### src/hdl/tsv_pkg.sv
`timescale 1ns / 1ps
// tsv_pkg: shared types and character constants for the time string validator
// no dependencies
package tsv_pkg;

   localparam logic [7:0] CH_NUL     = 8'h00;
   localparam logic [7:0] CH_LF      = 8'h0A;
   localparam logic [7:0] CH_COLON   = 8'h3A;
   localparam logic [7:0] CH_0       = 8'h30;
   localparam logic [7:0] CH_1       = 8'h31;
   localparam logic [7:0] CH_2       = 8'h32;
   localparam logic [7:0] CH_3       = 8'h33;
   localparam logic [7:0] CH_5       = 8'h35;
   localparam logic [7:0] CH_9       = 8'h39;
   localparam logic [7:0] CH_UPPER_A = 8'h41;
   localparam logic [7:0] CH_UPPER_Z = 8'h5A;
   localparam logic [7:0] CH_LOWER_A = 8'h61;
   localparam logic [7:0] CH_LOWER_Z = 8'h7A;

   typedef enum logic [3:0] {
      ST_START = 4'd0,
      ST_H1_01 = 4'd1,
      ST_H1_2  = 4'd2,
      ST_H2    = 4'd3,
      ST_COL1  = 4'd4,
      ST_M1    = 4'd5,
      ST_M2    = 4'd6,
      ST_COL2  = 4'd7,
      ST_S1    = 4'd8,
      ST_DONE  = 4'd9,
      ST_BIG   = 4'd10,
      ST_ERR   = 4'd11
   } scan_state_type;

   typedef enum logic [1:0] {
      STATUS_VALID      = 2'd0,
      STATUS_INCOMPLETE = 2'd1,
      STATUS_BAD_CHAR   = 2'd2,
      STATUS_BIG_HOUR   = 2'd3
   } status_type;

   // what one scanned byte produces
   typedef struct packed {
      logic       term;
      status_type status;
   } scan_out_type;

endpackage

### src/hdl/tsv_scan.sv
`timescale 1ns / 1ps
// tsv_scan: character-class state machine that walks one byte per step
// depends on tsv_pkg
module tsv_scan (
   input  logic                 clock,
   input  logic                 reset,
   input  logic                 step,
   input  logic [7:0]           ch,
   output tsv_pkg::scan_out_type scan_out
);
   import tsv_pkg::*;

   scan_state_type state_ff, state_in;
   status_type     error_ff, error_in;
   logic           term;
   logic           is_alnum;

   assign term     = (ch == CH_NUL) || (ch == CH_LF);
   assign is_alnum = ch inside {[CH_0:CH_9], [CH_UPPER_A:CH_UPPER_Z], [CH_LOWER_A:CH_LOWER_Z]};

   always_comb begin
      state_in = state_ff;
      error_in = error_ff;
      scan_out.term   = term;
      scan_out.status = error_ff;
      if ((state_ff != ST_DONE) && (error_ff == STATUS_VALID)) begin
         scan_out.status = STATUS_INCOMPLETE;
      end
      if (term) begin
         state_in = ST_START;
         error_in = STATUS_VALID;
      end else begin
         case (state_ff)
            ST_START: begin
               if (ch inside {[CH_0:CH_1]}) state_in = ST_H1_01;
               else if (ch == CH_2)         state_in = ST_H1_2;
               else if (ch inside {[CH_3:CH_9]}) state_in = ST_BIG;
               else begin
                  state_in = ST_ERR;
                  error_in = STATUS_BAD_CHAR;
               end
            end
            ST_H1_01, ST_M1, ST_S1: begin
               if (ch inside {[CH_0:CH_9]}) begin
                  state_in = (state_ff == ST_H1_01) ? ST_H2 :
                             (state_ff == ST_M1) ? ST_M2 : ST_DONE;
               end else begin
                  state_in = ST_ERR;
                  error_in = STATUS_BAD_CHAR;
               end
            end
            ST_H1_2: begin
               if (ch inside {[CH_0:CH_3]}) state_in = ST_H2;
               else begin
                  state_in = ST_ERR;
                  error_in = STATUS_BAD_CHAR;
               end
            end
            ST_H2, ST_M2: begin
               if (ch == CH_COLON) state_in = (state_ff == ST_H2) ? ST_COL1 : ST_COL2;
               else begin
                  state_in = ST_ERR;
                  error_in = STATUS_BAD_CHAR;
               end
            end
            ST_COL1, ST_COL2: begin
               if (ch inside {[CH_0:CH_5]}) state_in = (state_ff == ST_COL1) ? ST_M1 : ST_S1;
               else begin
                  state_in = ST_ERR;
                  error_in = STATUS_BAD_CHAR;
               end
            end
            ST_DONE: begin
               if (is_alnum) begin
                  state_in = ST_ERR;
                  error_in = STATUS_BAD_CHAR;
               end else begin
                  error_in = STATUS_VALID;
               end
            end
            ST_BIG: begin
               state_in = ST_ERR;
               error_in = STATUS_BIG_HOUR;
            end
            default: begin
               // error state: hold until the terminator
            end
         endcase
      end
   end

   always_ff @(posedge clock) begin
      if (reset) begin
         state_ff <= ST_START;
         error_ff <= STATUS_VALID;
      end else if (step) begin
         state_ff <= state_in;
         error_ff <= error_in;
      end
   end

   a_error_only_in_err: assert property (@(posedge clock) disable iff (reset)
      (error_ff != STATUS_VALID) |-> (state_ff == ST_ERR))
      else $error("error code recorded outside error state");

   a_term_restarts: assert property (@(posedge clock) disable iff (reset)
      (step && term) |=> (state_ff == ST_START) && (error_ff == STATUS_VALID))
      else $error("terminator did not restart the scan");

   a_idle_holds: assert property (@(posedge clock) disable iff (reset)
      !step |=> $stable(state_ff) && $stable(error_ff))
      else $error("scan state moved without an item");

endmodule

### src/hdl/time_string_validator.sv
`timescale 1ns / 1ps
// time_string_validator: checks byte streams against the 24-hour HH:MM:SS form
// depends on tsv_pkg and tsv_scan
// a status item appears in the cycle after its terminator byte is accepted
// throughput: one byte per cycle while the status register is empty or drains; the scan
// state advances in the same cycle as the byte is taken, and the status register holds a
// result until taken; only terminator bytes (0 or newline) produce a status item
// reset: synchronous, clears the scan to its start state and empties the status register
module time_string_validator (
   input  logic       clock,
   input  logic       reset,
   input  logic       req_tvalid,
   output logic       req_tready,
   input  logic [7:0] req_tdata,   // [7:0] ch
   output logic       rsp_tvalid,
   input  logic       rsp_tready,
   output logic [7:0] rsp_tdata    // [1:0] status, [7:2] zero
);
   import tsv_pkg::*;

   logic         req_fire;
   scan_out_type scan_out;
   logic         rsp_valid_ff, rsp_valid_in;
   status_type   status_ff, status_in;

   // a new byte may enter whenever the status register is empty or drains now
   assign req_tready = !rsp_valid_ff || rsp_tready;
   assign req_fire   = req_tvalid && req_tready;

   tsv_scan u_scan (
      .clock    (clock),
      .reset    (reset),
      .step     (req_fire),
      .ch       (req_tdata),
      .scan_out (scan_out)
   );

   // status register: loads on a terminator item, clears when taken
   always_comb begin
      rsp_valid_in = rsp_valid_ff;
      status_in    = status_ff;
      if (rsp_valid_ff && rsp_tready) begin
         rsp_valid_in = 1'b0;
      end
      if (req_fire && scan_out.term) begin
         rsp_valid_in = 1'b1;
         status_in    = scan_out.status;
      end
   end

   always_ff @(posedge clock) begin
      if (reset) begin
         rsp_valid_ff <= 1'b0;
      end else begin
         rsp_valid_ff <= rsp_valid_in;
      end
   end

   always_ff @(posedge clock) begin
      status_ff <= status_in;
   end

   assign rsp_tvalid = rsp_valid_ff;
   assign rsp_tdata  = {6'b0, status_ff};

   a_no_overwrite: assert property (@(posedge clock) disable iff (reset)
      (rsp_valid_ff && !rsp_tready) |=> rsp_valid_ff && $stable(status_ff))
      else $error("pending status item was lost or changed");

   a_rsp_from_term: assert property (@(posedge clock) disable iff (reset)
      (!rsp_valid_ff || rsp_tready) && !(req_fire && scan_out.term) |=> !rsp_valid_ff)
      else $error("status item appeared without a terminator");

   a_term_loads: assert property (@(posedge clock) disable iff (reset)
      (req_fire && scan_out.term) |=> rsp_valid_ff)
      else $error("terminator item produced no status");

endmodule

### config.mk
export PLATFORM = sky130hd
export DESIGN_NAME = time_string_validator
export DESIGN_NICKNAME = d
export VERILOG_FILES = /design/src/hdl/tsv_pkg.sv /design/src/hdl/tsv_scan.sv /design/src/hdl/time_string_validator.sv
export SDC_FILE = /design/constraint.sdc
export NUM_CORES = 1
export LEC_CHECK = 0
export CORE_MARGIN = 2
export CORE_UTILIZATION = 60
export CTS_BUF_LIST = sky130_fd_sc_hd__clkbuf_4 sky130_fd_sc_hd__clkbuf_8
export CTS_CLUSTER_SIZE = 20
export DETAILED_ROUTE_END_ITERATION = 7
export DONT_BUFFER_PORTS = 1
export GPL_ROUTABILITY_DRIVEN = 0
export HOLD_SLACK_MARGIN = 0.05
export PLACE_DENSITY_LB_ADDON = 0.2
export SYNTH_ARGS = -nofsm -noshare
export SYNTH_HDL_FRONTEND = slang
export SYNTH_SLANG_ARGS = --single-unit
### constraint.sdc
create_clock -name clock -period 5.6 [get_ports clock]
set_clock_uncertainty 0.1 [all_clocks]
set_input_delay 1.12 -clock clock [delete_from_list [all_inputs] [get_ports clock]]
set_output_delay 1.12 -clock clock [all_outputs]
set_load 0.02 [all_outputs]
# After elaboration in Yosys (flattened, before gate mapping)
# Cells that the tools add are included.
dict set report word_totals {
  word_cells 87
  out_inout_bits 10
  register_bits 9
}
dict set report classes {
  reduce_logical 25
  order_cmp 10
  eq_ne 22
  muxes 26
}
# cell n
set op_table {}
lappend op_table {{4-bit 2-to-1 mux} 11}
lappend op_table {{8-bit by 6-bit <= comparator with 1-bit output, second input constant} 4}
lappend op_table {{4-bit one-hot mux with 7 select lines} 1}
lappend op_table {{3-bit by 2-bit != test with 1-bit output, second input constant} 7}
lappend op_table {{2-bit 2-to-1 mux} 10}
lappend op_table {{4-bit by 3-bit equality test with 1-bit output, second input constant} 4}
lappend op_table {{8-bit by 6-bit equality test with 1-bit output, second input constant} 2}
lappend op_table {{8-bit by 6-bit >= comparator with 1-bit output, second input constant} 2}
lappend op_table {{8-bit by 7-bit >= comparator with 1-bit output, second input constant} 2}
lappend op_table {{8-bit by 7-bit <= comparator with 1-bit output, second input constant} 2}
lappend op_table {{2-bit one-hot mux with 7 select lines} 1}
lappend op_table {{4-bit equality test, second input constant} 3}
lappend op_table {{1-bit logical AND} 11}
lappend op_table {{9-bit AND reduction} 1}
lappend op_table {{4-bit by 2-bit equality test with 1-bit output, second input constant} 2}
lappend op_table {{8-bit by 4-bit equality test with 1-bit output, second input constant} 1}
lappend op_table {{8-bit zero test} 1}
lappend op_table {{8-bit nonzero test} 1}
lappend op_table {{4-bit by 1-bit equality test with 1-bit output, second input constant} 1}
lappend op_table {{4-bit zero test} 1}
lappend op_table {{4-bit != test, second input constant} 1}
lappend op_table {{2-bit OR reduction} 2}
lappend op_table {{1-bit 2-to-1 mux} 3}
lappend op_table {{3-bit by 1-bit != test with 1-bit output, second input constant} 1}
lappend op_table {{7 further kinds} 8}

# Logic depth before layout (Yosys ltp)
# Gate-level depths: netlist (run 1).
dict set report logic_depth {
  word_depth 7
  mapped_depth 7
}

# By module
# A second synthesis (run 1) with hierarchy kept.
dict set report unflattened {
  hier_cells 134
  area_unflattened_um2 998.5
}
# module seq_area_each_um2 instances cells_each area_per_inst_um2
set by_module_without_submodules {}
lappend by_module_without_submodules {tsv_scan 120.1 1 119 822.0}
lappend by_module_without_submodules {time_string_validator 80.1 1 15 176.4}

# Worst setup path before layout (run 1)
# OpenSTA, ideal clock, no wires.
dict set report synth_timing {
  path_kind {in2reg}
  start {input req_tdata[7]}
  end {register u_scan.state_ff[1]}
  path_stages 6
  setup_ns 0.117
  path_slack_ns 2.930
  t_required_ns 5.383
  arrival_time_ns 2.452
  path_cell_list {nand4bb_4 > buf_6 > or4b_4 > a21oi_2 > o211ai_1 > a32o_1}
}
dict set report synth_via {
  elab_chain_len 5
  word_cells_on_any_way 27
  classes_between {order compare: 8; eq/ne: 3; mux: 6; reduce/logical: 10}
}
# item line
set synth_lines {}
lappend synth_lines {{from (decl)} time_string_validator.sv:14} ;# input logic [7:0] req_tdata,
lappend synth_lines {{8-bit by 6-bit >= comparator with 1-bit output, or another cell as far along} --}
lappend synth_lines {{1-bit logical AND (on tied branches)} --}
lappend synth_lines {{4-bit 2-to-1 mux, or another cell as far along} tsv_scan.sv:67} ;# if (ch inside {[CH_0:CH_5]}) state_in = (state_ff == ST_COL1) ? ST_M1 : ST_S1;
lappend synth_lines {{4-bit one-hot mux with 7 select lines or 3-bit by 1-bit != test with 1-bit output (tied branches)} --}
lappend synth_lines {{4-bit 2-to-1 mux or 3-bit AND reduction (tied branches)} --}
lappend synth_lines {{to (signal assigned)} tsv_scan.sv:97} ;# state_ff <= state_in;
lappend synth_lines {{to (decl)} tsv_scan.sv:13} ;# scan_state_type state_ff, state_in;
# Several ways; a longest one is shown, not always the timed one.
# A chain may end at the register's enable or synchronous reset.

# Final worst setup path (run 1)
dict set report layout_timing {
  start {input req_tdata[0]}
  end {register u_scan.state_ff[0]}
}
dict set report layout_via {
  elab_chain_len 7
  word_cells_on_any_way 32
  classes_between {order compare: 9; eq/ne: 4; mux: 8; reduce/logical: 11}
}
# item line
set layout_lines {}
lappend layout_lines {{8-bit by 6-bit >= comparator with 1-bit output or 8-bit by 6-bit <= comparator with 1-bit output (tied branches)} {tsv_scan.sv:37, tsv_scan.sv:19, tsv_scan.sv:44}}
lappend layout_lines {{1-bit logical AND} tsv_scan.sv:37} ;# else if (ch inside {[CH_3:CH_9]}) state_in = ST_BIG;
lappend layout_lines {{1-bit 2-to-1 mux} tsv_scan.sv:37}
lappend layout_lines {{4-bit 2-to-1 mux} tsv_scan.sv:36} ;# else if (ch == CH_2) state_in = ST_H1_2;
lappend layout_lines {{4-bit 2-to-1 mux} tsv_scan.sv:35} ;# if (ch inside {[CH_0:CH_1]}) state_in = ST_H1_01;
lappend layout_lines {{4-bit one-hot mux with 7 select lines} tsv_scan.sv:33} ;# case (state_ff)
lappend layout_lines {{4-bit 2-to-1 mux} tsv_scan.sv:29} ;# if (term) begin
# Several ways; a longest one is shown, not always the timed one.

==> flow_metrics.py, run 1 <==
metrics = {
    "cts": {
        "clk_latency_ns": 0.26,
        "cts-root-buf": "clkbuf_4",
        "cts_tree": "yes",
        "postCtsSetupBuffers": 0,
        "cts-buffers-inserted": 3,
        "cts-resized-gates": 0,
        "postCtsHoldBufs": 0,
        "cts_max_level": 1,
        "clockBufferDepth": 2,
        "clock-sinks": 9,
        "clk_transition_reported_paths_ns": 0.06,
    },
    "timing": {
        "finalSetupViolCount": 0,
        "setup_tns_ns": 0,
        "slew_headroom_pct": 53.5,
        "finalCritPeriodShare_pct": 48.7,
        "finalCriticalPeriod_ns": 2.72,
        "rsz0062_at_grt": "no",
        "max_freq_mhz": 367,
        "slew_violations": 0,
        "worst_pin_slew_ns": 0.696,
        "hold_viol_final": 0,
    },
    "routing": {
        "wl_per_cell_um": 16.2,
        "drt_iter0_drc": 32,
        "finalWirelength_um": 2210,
        "drt_first_pass_iters": 4,
        "routed_via_density": 6.88,
        "post-route-drc-count": 0,
        "postRouteAntennaNets": 0,
        "dr_total_vias": 942,
    },
    "logic_synthesis": {
        "synth_top_area_cell": "dfxtp_1",
        "ys.flop_type": "dfxtp_1",
        "ys_seq_area_share_pct": 19.8,
        "ys_seq_elements": 9,
        "synth_cell_type_count": 55,
        "synth_area_per_cell_um2": 7.73,
        "synth_top_area_share_pct": 13.8,
        "synthCells": 131,
        "synthAdderAreaFrac_pct": 0,
        "async_flop_share_pct": 0,
        "synth-edff-count": 2,
        "synthMuxAreaShare_pct": 2.10,
        "yosys.area_share.simple_pct": 30.3,
        "synth-compound-area-share_pct": 32.0,
        "synth_area_leaders": "dfxtp_1 (14%), edfxtp_1 (5.9%), buf_4 (4.4%), a21oi_1 (4.0%), buf_2 (4.0%)",
        "syn_area_mm2": 0.00101,
        "synth_top_family_by_area": "compound AO/OA/AOI/OAI gates",
        "synth-xor-area-share_pct": 2.60,
        "yosysWarnings": 0,
    },
    "critical_path": {
        "critical_path_peak_fanout": 9,
        "slowest_delay_ns": 0.57,
        "timing.critical_path.mode_cell": "nor3_1",
        "cp.arrival_ns": 2.78,
        "critPathSlowestCell": "nor2b_1",
        "critPathBufInv": 0,
        "worstPathCellList": "or3_1, nor3_1, nor2b_1, nor3_1, a22o_1",
        "critPathLaunchType": "input port",
        "end_kind": "register",
        "crit_type": "in2reg",
        "cp_top_family": "simple AND/OR/NAND/NOR gates",
        "cp_data_required_time_ns": 5.66,
    },
    "floorplan": {
        "die_area_mm2": 0.00203,
        "num_rows": 14,
        "initial_core_util_pct": 65.7,
        "die_x_um": 45.1,
        "coreArea_mm2": 0.00154,
        "ioPinCount": 22,
        "fp.dieH_um": 45.1,
    },
    "power": {
        "power-per-cell-area_mw_per_mm2": 208,
        "max-vdd-ir-drop_mv": 0.195,
        "p_leak_nw": 0.311,
    },
    "min_path": {
        "hold_class": "reg2reg",
    },
    "run_status": {
        "outcome": "complete, no violations",
    },
    "final_layout": {
        "fin_area_um2": 970,
        "syn2layout_area_growth_pct": -4.20,
        "fin_nets": 134,
        "drive_gt1_share_pct": 8.26,
        "diodes": 0,
        "fill_cells": 142,
        "final_common_cell": "a21oi_1",
        "mostFrequentLayoutCells": "a21oi_1 (8), nor3_1 (7), nor2_1 (7), dfxtp_1 (7)",
    },
    "global_routing": {
        "grt_max_degree": 21,
        "antenna_found_initial": 0,
        "grt_pass1_wl_um": 3460,
        "overflow": 0,
        "track_usage_pct": 23.2,
        "grt_pass1_vias": 776,
    },
    "place": {
        "place_area_um2": 940,
        "numPortBuffers": 0,
        "dp_hpwl_um": 1660,
    },
    "flow_run": {
        "cap_violations": 0,
    },
}
[kinds of logic after synthesis]
group           count (synthesis)
simple gates                   47
mux                             2
compound gates                 45
flops                           9
xor+xnor                        3
other cells                     1
buf+inv                        24
[metrics by stage]
stage	hold WS (ns)	cells	power [W]	setup WS, ns	utilization, %
detailed placement	0.335	133	0.000147	2.62	61.0
global placement	0.323	133	0.000145	2.69	61.0
floorplan	0.371	136	0.000145	2.93	-
global route	0.344	137	0.000212	2.75	62.9
CTS	0.340	137	0.000201	2.89	62.9
finish	0.329	137	0.000202	2.88	62.9
[sequential cells by signal (all words and copies together), names as in the netlist]
| name | count |
|---|---|
| rsp_tvalid | 1 |
| u_scan.error_ff | 2 |
| status_ff | 2 |
| u_scan.state_ff | 4 |
[routing by layer]
layer	GRT usage (%)	wire length [um]
met1	32.4	992
met3	6.40	185
met5	0	0
met4	1.76	0
met2	37.1	1040
[worst paths after layout]
check             slack [ns]  depth (start not counted)                from                 end
setup / recovery        2.88                          5        req_tdata[0]  u_scan.state_ff[0]
hold / removal          0.33                          0  u_scan.error_ff[1]        status_ff[1]
hold reg to reg         0.33                          0  u_scan.error_ff[1]        status_ff[1]
setup reg to reg        3.28                          5  u_scan.state_ff[1]  u_scan.state_ff[3]
[final cells by class]
| type | count | area, um2 | area share [%] |
|---|---|---|---|
| well taps | 16 | 20.0 | 2.06 |
| flip-flops and latches | 9 | 200 | 20.6 |
| inverters | 5 | 18.8 | 1.94 |
| multi-input cells | 103 | 701 | 72.3 |
| clock buffers | 4 | 30.0 | 3.10 |
[synthesized netlist by cell type (2+ instances only)]
cell       count
o21ai_1        3
nand3b_1       3
or4_1          2
o21a_1         2
nand2b_1       2
nor2_1         7
inv_1          4
edfxtp_1       2
o21ai_0        6
dfxtp_1        7
buf_4          6
o211ai_1       2
nor3_1         7
nand2_1        6
clkbuf_1       3
nand4bb_1      2
a21o_1         2
a32o_1         3
nor2b_1        3
xor2_1         2
buf_2          8
a21oi_1        8
or3_1          2
a211oi_1       5
nand3_1        4
[power by group]
| group | total, W | internal, W | switching [W] |
|---|---|---|---|
| registers | 0.0000878 | 0.0000711 | 0.0000167 |
| clock network | 0.0000540 | 0.0000322 | 0.0000218 |
| logic | 0.0000601 | 0.0000268 | 0.0000333 |
| total | 0.000202 | 0.000130 | 0.0000718 |
Note: power is estimated with default switching activity, not from simulation.
==> run 2: changes to the inputs <==
--- a/config.mk
+++ b/config.mk
@@ -6,7 +6,7 @@
 export NUM_CORES = 1
 export LEC_CHECK = 0
 export CORE_MARGIN = 2
-export CORE_UTILIZATION = 60
+export CORE_UTILIZATION = 59
 export CTS_BUF_LIST = sky130_fd_sc_hd__clkbuf_4 sky130_fd_sc_hd__clkbuf_8
 export CTS_CLUSTER_SIZE = 20
 export DETAILED_ROUTE_END_ITERATION = 7
==> constraint.sdc (replaced) <==
create_clock -name clock -period 2.46 [get_ports clock]
set_clock_uncertainty 0.1 [all_clocks]
set_input_delay 0.492 -clock clock [delete_from_list [all_inputs] [get_ports clock]]
set_output_delay 0.492 -clock clock [all_outputs]
set_load 0.02 [all_outputs]
==> run 2 against run 1 <==
  * Via count up 3.4%
  * Clock-buffer cell count unchanged
  * Sequential power rose by 110%
  * Combinational power increased to 2.6 times the previous value
  * Sequential share of layout area is 0.47 points lower
  * Routed wire length grew 4.8%
  * Global-route usage is 3.9 points higher
  * Non-clock buffer count rose by 3
==> flow_metrics.py, run 2 (synthesized netlist as in run 1, its figures left out) <==
metrics = {
    "floorplan": {
        "die_x_um": 45.4,
        "ioPinCount": 22,
        "num_rows": 14,
        "coreArea_mm2": 0.00156,
        "die_area_mm2": 0.00206,
        "fp.dieH_um": 45.4,
        "initial_core_util_pct": 64.9,
    },
    "cts": {
        "cts-root-buf": "clkbuf_4",
        "postCtsHoldBufs": 0,
        "postCtsSetupBuffers": 0,
        "clockBufferDepth": 2,
        "cts-resized-gates": 0,
        "cts_max_level": 1,
        "clock-sinks": 9,
        "clk_latency_ns": 0.28,
        "cts_tree": "yes",
        "cts-buffers-inserted": 3,
        "clk_transition_reported_paths_ns": 0.07,
    },
    "final_layout": {
        "mostFrequentLayoutCells": "a21oi_1 (8), nor3_1 (7), nor2_1 (7), dfxtp_1 (7)",
        "largest_register": "u_scan.state_ff",
        "reg.largest.list": "u_scan.state_ff (4), status_ff (2), u_scan.error_ff (2)",
        "drive_gt1_share_pct": 10.5,
        "post-route-util_pct": 63.6,
        "diodes": 0,
        "final_common_cell": "a21oi_1",
        "fin_nets": 137,
        "fill_cells": 125,
        "syn2layout_area_growth_pct": -1.98,
        "largest_reg_flops": 4,
    },
    "place": {
        "numPortBuffers": 0,
        "dp_hpwl_um": 1680,
        "place_ws_ns": 0.283,
    },
    "routing": {
        "finalWirelength_um": 2320,
        "routed_via_density": 6.96,
        "wl_per_cell_um": 16.6,
        "post-route-drc-count": 0,
        "drt_first_pass_iters": 4,
        "postRouteAntennaNets": 0,
        "dr_total_vias": 974,
        "drt_iter0_drc": 40,
    },
    "critical_path": {
        "critPathLaunchType": "register",
        "cp_data_required_time_ns": 2.53,
        "end_kind": "register",
        "cp.arrival_ns": 2.21,
        "crit_type": "reg2reg",
        "critical_path_peak_fanout": 20,
    },
    "timing": {
        "rsz0062_at_grt": "no",
        "max_freq_mhz": 466,
        "slew_headroom_pct": 55.3,
        "slew_violations": 0,
        "worst_pin_slew_ns": 0.670,
        "finalCriticalPeriod_ns": 2.14,
        "finalCritPeriodShare_pct": 87.2,
        "setup_tns_ns": 0,
        "finalSetupViolCount": 0,
        "hold_viol_final": 0,
        "setup_slack_ns": 0.316,
    },
    "flow_run": {
        "cap_violations": 0,
    },
    "power": {
        "total_power_w": 0.000480,
        "p_leak_nw": 0.327,
        "max-vdd-ir-drop_mv": 0.336,
        "power-per-cell-area_mw_per_mm2": 484,
    },
    "global_routing": {
        "grt_pass1_wl_um": 4040,
        "antenna_found_initial": 0,
        "overflow": 0,
        "track_usage_pct": 27.0,
        "grt_max_degree": 21,
        "grt_pass1_vias": 934,
    },
    "min_path": {
        "hold_class": "in2reg",
    },
    "run_status": {
        "outcome": "complete, no violations",
    },
}
==> run 2: cell types whose count changed in the layout (fill, tap and decap cells not counted) <==
cell	delta
buf_4	+3
==> run 2: layer usage <==
metal / vias to the layer above / track usage, % / part of all wire [%] / wire (um)
li1: 474 / - / - / -
met1: 432 / 32.5 / 43 / 1000
met2: 62 / 42.5 / 47 / 1090
met3: 6 / 9.92 / 8.6 / 199
met4: 0 / 12.4 / 1.3 / 31
met5: - / 0 / 0 / 0
==> run 2: metrics by stage <==
step           area (um2)  cells  hold slack [ns]
2_1_floorplan        1030    136            0.371
3_3_place_gp          962    136            0.315
3_5_place_dp          962    136            0.315
4_1_cts               992    140            0.170
5_1_grt               992    140            0.173
6_report              992    140            0.168
==> run 2: area by class of cell <==
class	count	area, um2	share of cell area (%)
Timing Repair Buffer	3	22.5	2.27
Tap cell	16	20.0	2.02
Sequential cell	9	200	20.2
Inverter	5	18.8	1.89
Multi-Input combinational cell	103	701	70.6
Clock buffer	4	30.0	3.03
==> run 2: final timing paths <==
path | cells after the start | start | to | slack (ns)
setup / recovery | 5 | u_scan.state_ff[2] | u_scan.error_ff[1] | 0.32
hold / removal | 1 | reset | rsp_tvalid | 0.17
setup reg to reg | 5 | u_scan.state_ff[2] | u_scan.error_ff[1] | 0.32
hold reg to reg | 0 | u_scan.error_ff[1] | status_ff[1] | 0.33
==> run 2: critical path, stage by stage (launching register included) <==
cell and delay, ns:
dfxtp_1 0.75, nor3_1 0.16, a32o_1 0.31, a221oi_2 0.32
a2111oi_0 0.16, a41o_1 0.23
==> run 2: power by group <==
part / total (W) / internal, W / switching (W)
Clock: 0.000137 / 0.0000741 / 0.0000633
Sequential: 0.000186 / 0.000162 / 0.0000239
Combinational: 0.000157 / 0.0000670 / 0.0000904
Total: 0.000480 / 0.000303 / 0.000178
==> run 3: changes to the inputs <==
--- a/config.mk
+++ b/config.mk
@@ -12,6 +12,7 @@
 export DETAILED_ROUTE_END_ITERATION = 7
 export DONT_BUFFER_PORTS = 1
 export GPL_ROUTABILITY_DRIVEN = 0
+export GPL_TIMING_DRIVEN = 0
 export HOLD_SLACK_MARGIN = 0.05
 export PLACE_DENSITY_LB_ADDON = 0.2
 export SYNTH_ARGS = -nofsm -noshare
==> run 3 against run 2 <==
  * Sequential power down 9.7%
  * Clock power is 13% lower
  * Fmax fell by 3.6%
  * Clock-buffer cell count stayed put
  * Non-clock buffer count rose by 16
  * Flip-flop and latch count is the same
  * Power is 1.8% higher
  * Via count increased by 8.3%
  * Global-route usage shrank 1.2 points
  * Die area did not move
  * Utilization rose by 5.7 points
  * Critical path depth up 1
==> flow_metrics.py, run 3 (synthesized netlist as in run 1, its figures left out) <==
metrics = {
    "cts": {
        "clockBufferDepth": 2,
        "cts-root-buf": "clkbuf_4",
        "cts_tree": "yes",
        "clk_latency_ns": 0.25,
        "clk_transition_reported_paths_ns": 0.06,
        "cts-resized-gates": 0,
        "postCtsHoldBufs": 0,
        "clock-sinks": 9,
        "cts-buffers-inserted": 3,
        "postCtsSetupBuffers": 0,
        "cts_max_level": 1,
    },
    "timing": {
        "finalHoldWorstSlack_ns": 0.201,
        "finalCriticalPeriod_ns": 2.22,
        "finalSetupViolCount": 0,
        "max_freq_mhz": 449,
        "slew_headroom_pct": 57.7,
        "setup_tns_ns": 0,
        "hold_viol_final": 0,
        "slew_violations": 0,
        "worst_pin_slew_ns": 0.625,
        "rsz0062_at_grt": "no",
        "finalCritPeriodShare_pct": 90.4,
        "setup_slack_ns": 0.235,
    },
    "routing": {
        "drt_iter0_drc": 59,
        "post-route-drc-count": 0,
        "dr_total_vias": 1055,
        "postRouteAntennaNets": 0,
        "routed_via_density": 6.76,
        "drt_first_pass_iters": 4,
        "finalWirelength_um": 2430,
        "wl_per_cell_um": 15.6,
    },
    "floorplan": {
        "fp.dieH_um": 45.4,
        "ioPinCount": 22,
        "coreArea_mm2": 0.00156,
        "num_rows": 14,
        "die_area_mm2": 0.00206,
        "initial_core_util_pct": 64.9,
        "die_x_um": 45.4,
    },
    "global_routing": {
        "grt_use_met1_pct": 33.5,
        "grt_pass1_vias": 897,
        "track_usage_pct": 25.8,
        "top_usage_layer": "met2",
        "grt_use_met3_pct": 7.14,
        "grt_max_degree": 11,
        "antenna_found_initial": 0,
        "overflow": 0,
        "grt_use_met2_pct": 41.1,
        "grt_pass1_wl_um": 3880,
    },
    "critical_path": {
        "rrSetupSlack_ns": 0.24,
        "worstPathCellList": "clkbuf_1, clkbuf_1, mux2_1, o21ai_1, o211ai_1, a32o_1",
        "critical_path_peak_fanout": 10,
        "slowest_delay_ns": 0.45,
        "timing.critical_path.mode_cell": "clkbuf_1",
        "ff2ff_path_depth": 6,
        "critPathSlowestCell": "clkbuf_1",
        "critPathLaunchType": "register",
        "cp_data_required_time_ns": 2.50,
        "r2r-start": "u_scan.state_ff[2]",
        "r2r_end": "u_scan.state_ff[1]",
        "crit_type": "reg2reg",
        "cp.arrival_ns": 2.27,
        "end_kind": "register",
    },
    "final_layout": {
        "fin_area_mm2": 0.00108,
        "largest_register": "u_scan.state_ff",
        "diodes": 0,
        "fill_cells": 133,
        "syn2layout_area_growth_pct": 6.80,
        "drive_gt1_share_pct": 17.9,
        "mostFrequentLayoutCells": "buf_2 (8), a21oi_1 (8), nor3_1 (7), nor2_1 (7), dfxtp_1 (7)",
        "reg.largest.list": "u_scan.state_ff (4), status_ff (2), u_scan.error_ff (2)",
        "fin_nets": 153,
        "largest_reg_flops": 4,
    },
    "flow_run": {
        "cap_violations": 0,
    },
    "min_path": {
        "hold_depth": 1,
        "hold_start": "reset",
        "hold_class": "in2reg",
        "hold_end": "rsp_tvalid",
    },
    "place": {
        "place_area_mm2": 0.00105,
        "place_ws_ns": 0.193,
        "dp_hpwl_um": 1840,
        "numPortBuffers": 0,
    },
    "power": {
        "intPower_w": 0.000313,
        "total_power_w": 0.000489,
        "p_comb_share_pct": 41.3,
        "p_seq_share_pct": 34.4,
        "max-vdd-ir-drop_mv": 0.426,
        "p_leak_nw": 0.391,
        "p_clk_share_pct": 24.3,
        "p_sw_w": 0.000176,
        "switching_share_pct": 35.9,
        "power-per-cell-area_mw_per_mm2": 452,
    },
    "run_status": {
        "outcome": "complete, no violations",
    },
}
-- run 3: cell types whose count changed in the layout (fill, tap and decap cells not counted), sizes merged --
cell,previous run,this run
buf,3,16
clkbuf,4,7
-- run 3: layout make-up --
type	count	area, um2	area share (%)
multi-input cells	103	701	64.8
well taps	16	20.0	1.85
plain buffers	19	111	10.3
inverters	5	18.8	1.74
clock buffers	4	30.0	2.78
flip-flops and latches	9	200	18.5
-- run 3: layer usage --
metal,share of wire [%],wire [um],vias up
met5,0,0,-
met4,1.6,40,0
met3,11,262,6
met2,47,1150,74
met1,40,984,467
li1,-,-,508
-- run 3: worst max-delay path, delay by kind of cell, from the launching register on --
family	cells	cell delay (ns)
AOI/OAI and AO/OA	3	0.55
muxes	1	0.37
buffers and inverters	2	0.76
DFF	1	0.33
-- run 3: how the worst max path moves through the flow --
stage / start / cells past startpoint / to
final: u_scan.state_ff[2] / 6 / u_scan.state_ff[1]
after detailed placement: req_tdata[2] / 6 / u_scan.state_ff[3]
after CTS: u_scan.state_ff[2] / 6 / u_scan.state_ff[1]
after global placement: req_tdata[2] / 6 / u_scan.state_ff[3]
after global routing: u_scan.state_ff[2] / 6 / u_scan.state_ff[1]
after floorplan: req_tdata[7] / 6 / u_scan.state_ff[1]
-- run 3: power groups by stage --
stage / Clock, W / Sequential [W] / Combinational (W)
after floorplan: 0 / 0.000170 / 0.000160
after global routing: 0.000129 / 0.000170 / 0.000220
final: 0.000119 / 0.000168 / 0.000202
after CTS: 0.000123 / 0.000168 / 0.000195
after detailed placement: 0 / 0.000171 / 0.000194
after global placement: 0 / 0.000171 / 0.000186
-- run 3: through the flow --
step           util (%)  cells
3_5_place_dp       67.4    152
2_1_floorplan         -    136
3_3_place_gp       67.4    152
6_report           69.3    156
5_1_grt            69.3    156
4_1_cts            69.3    156
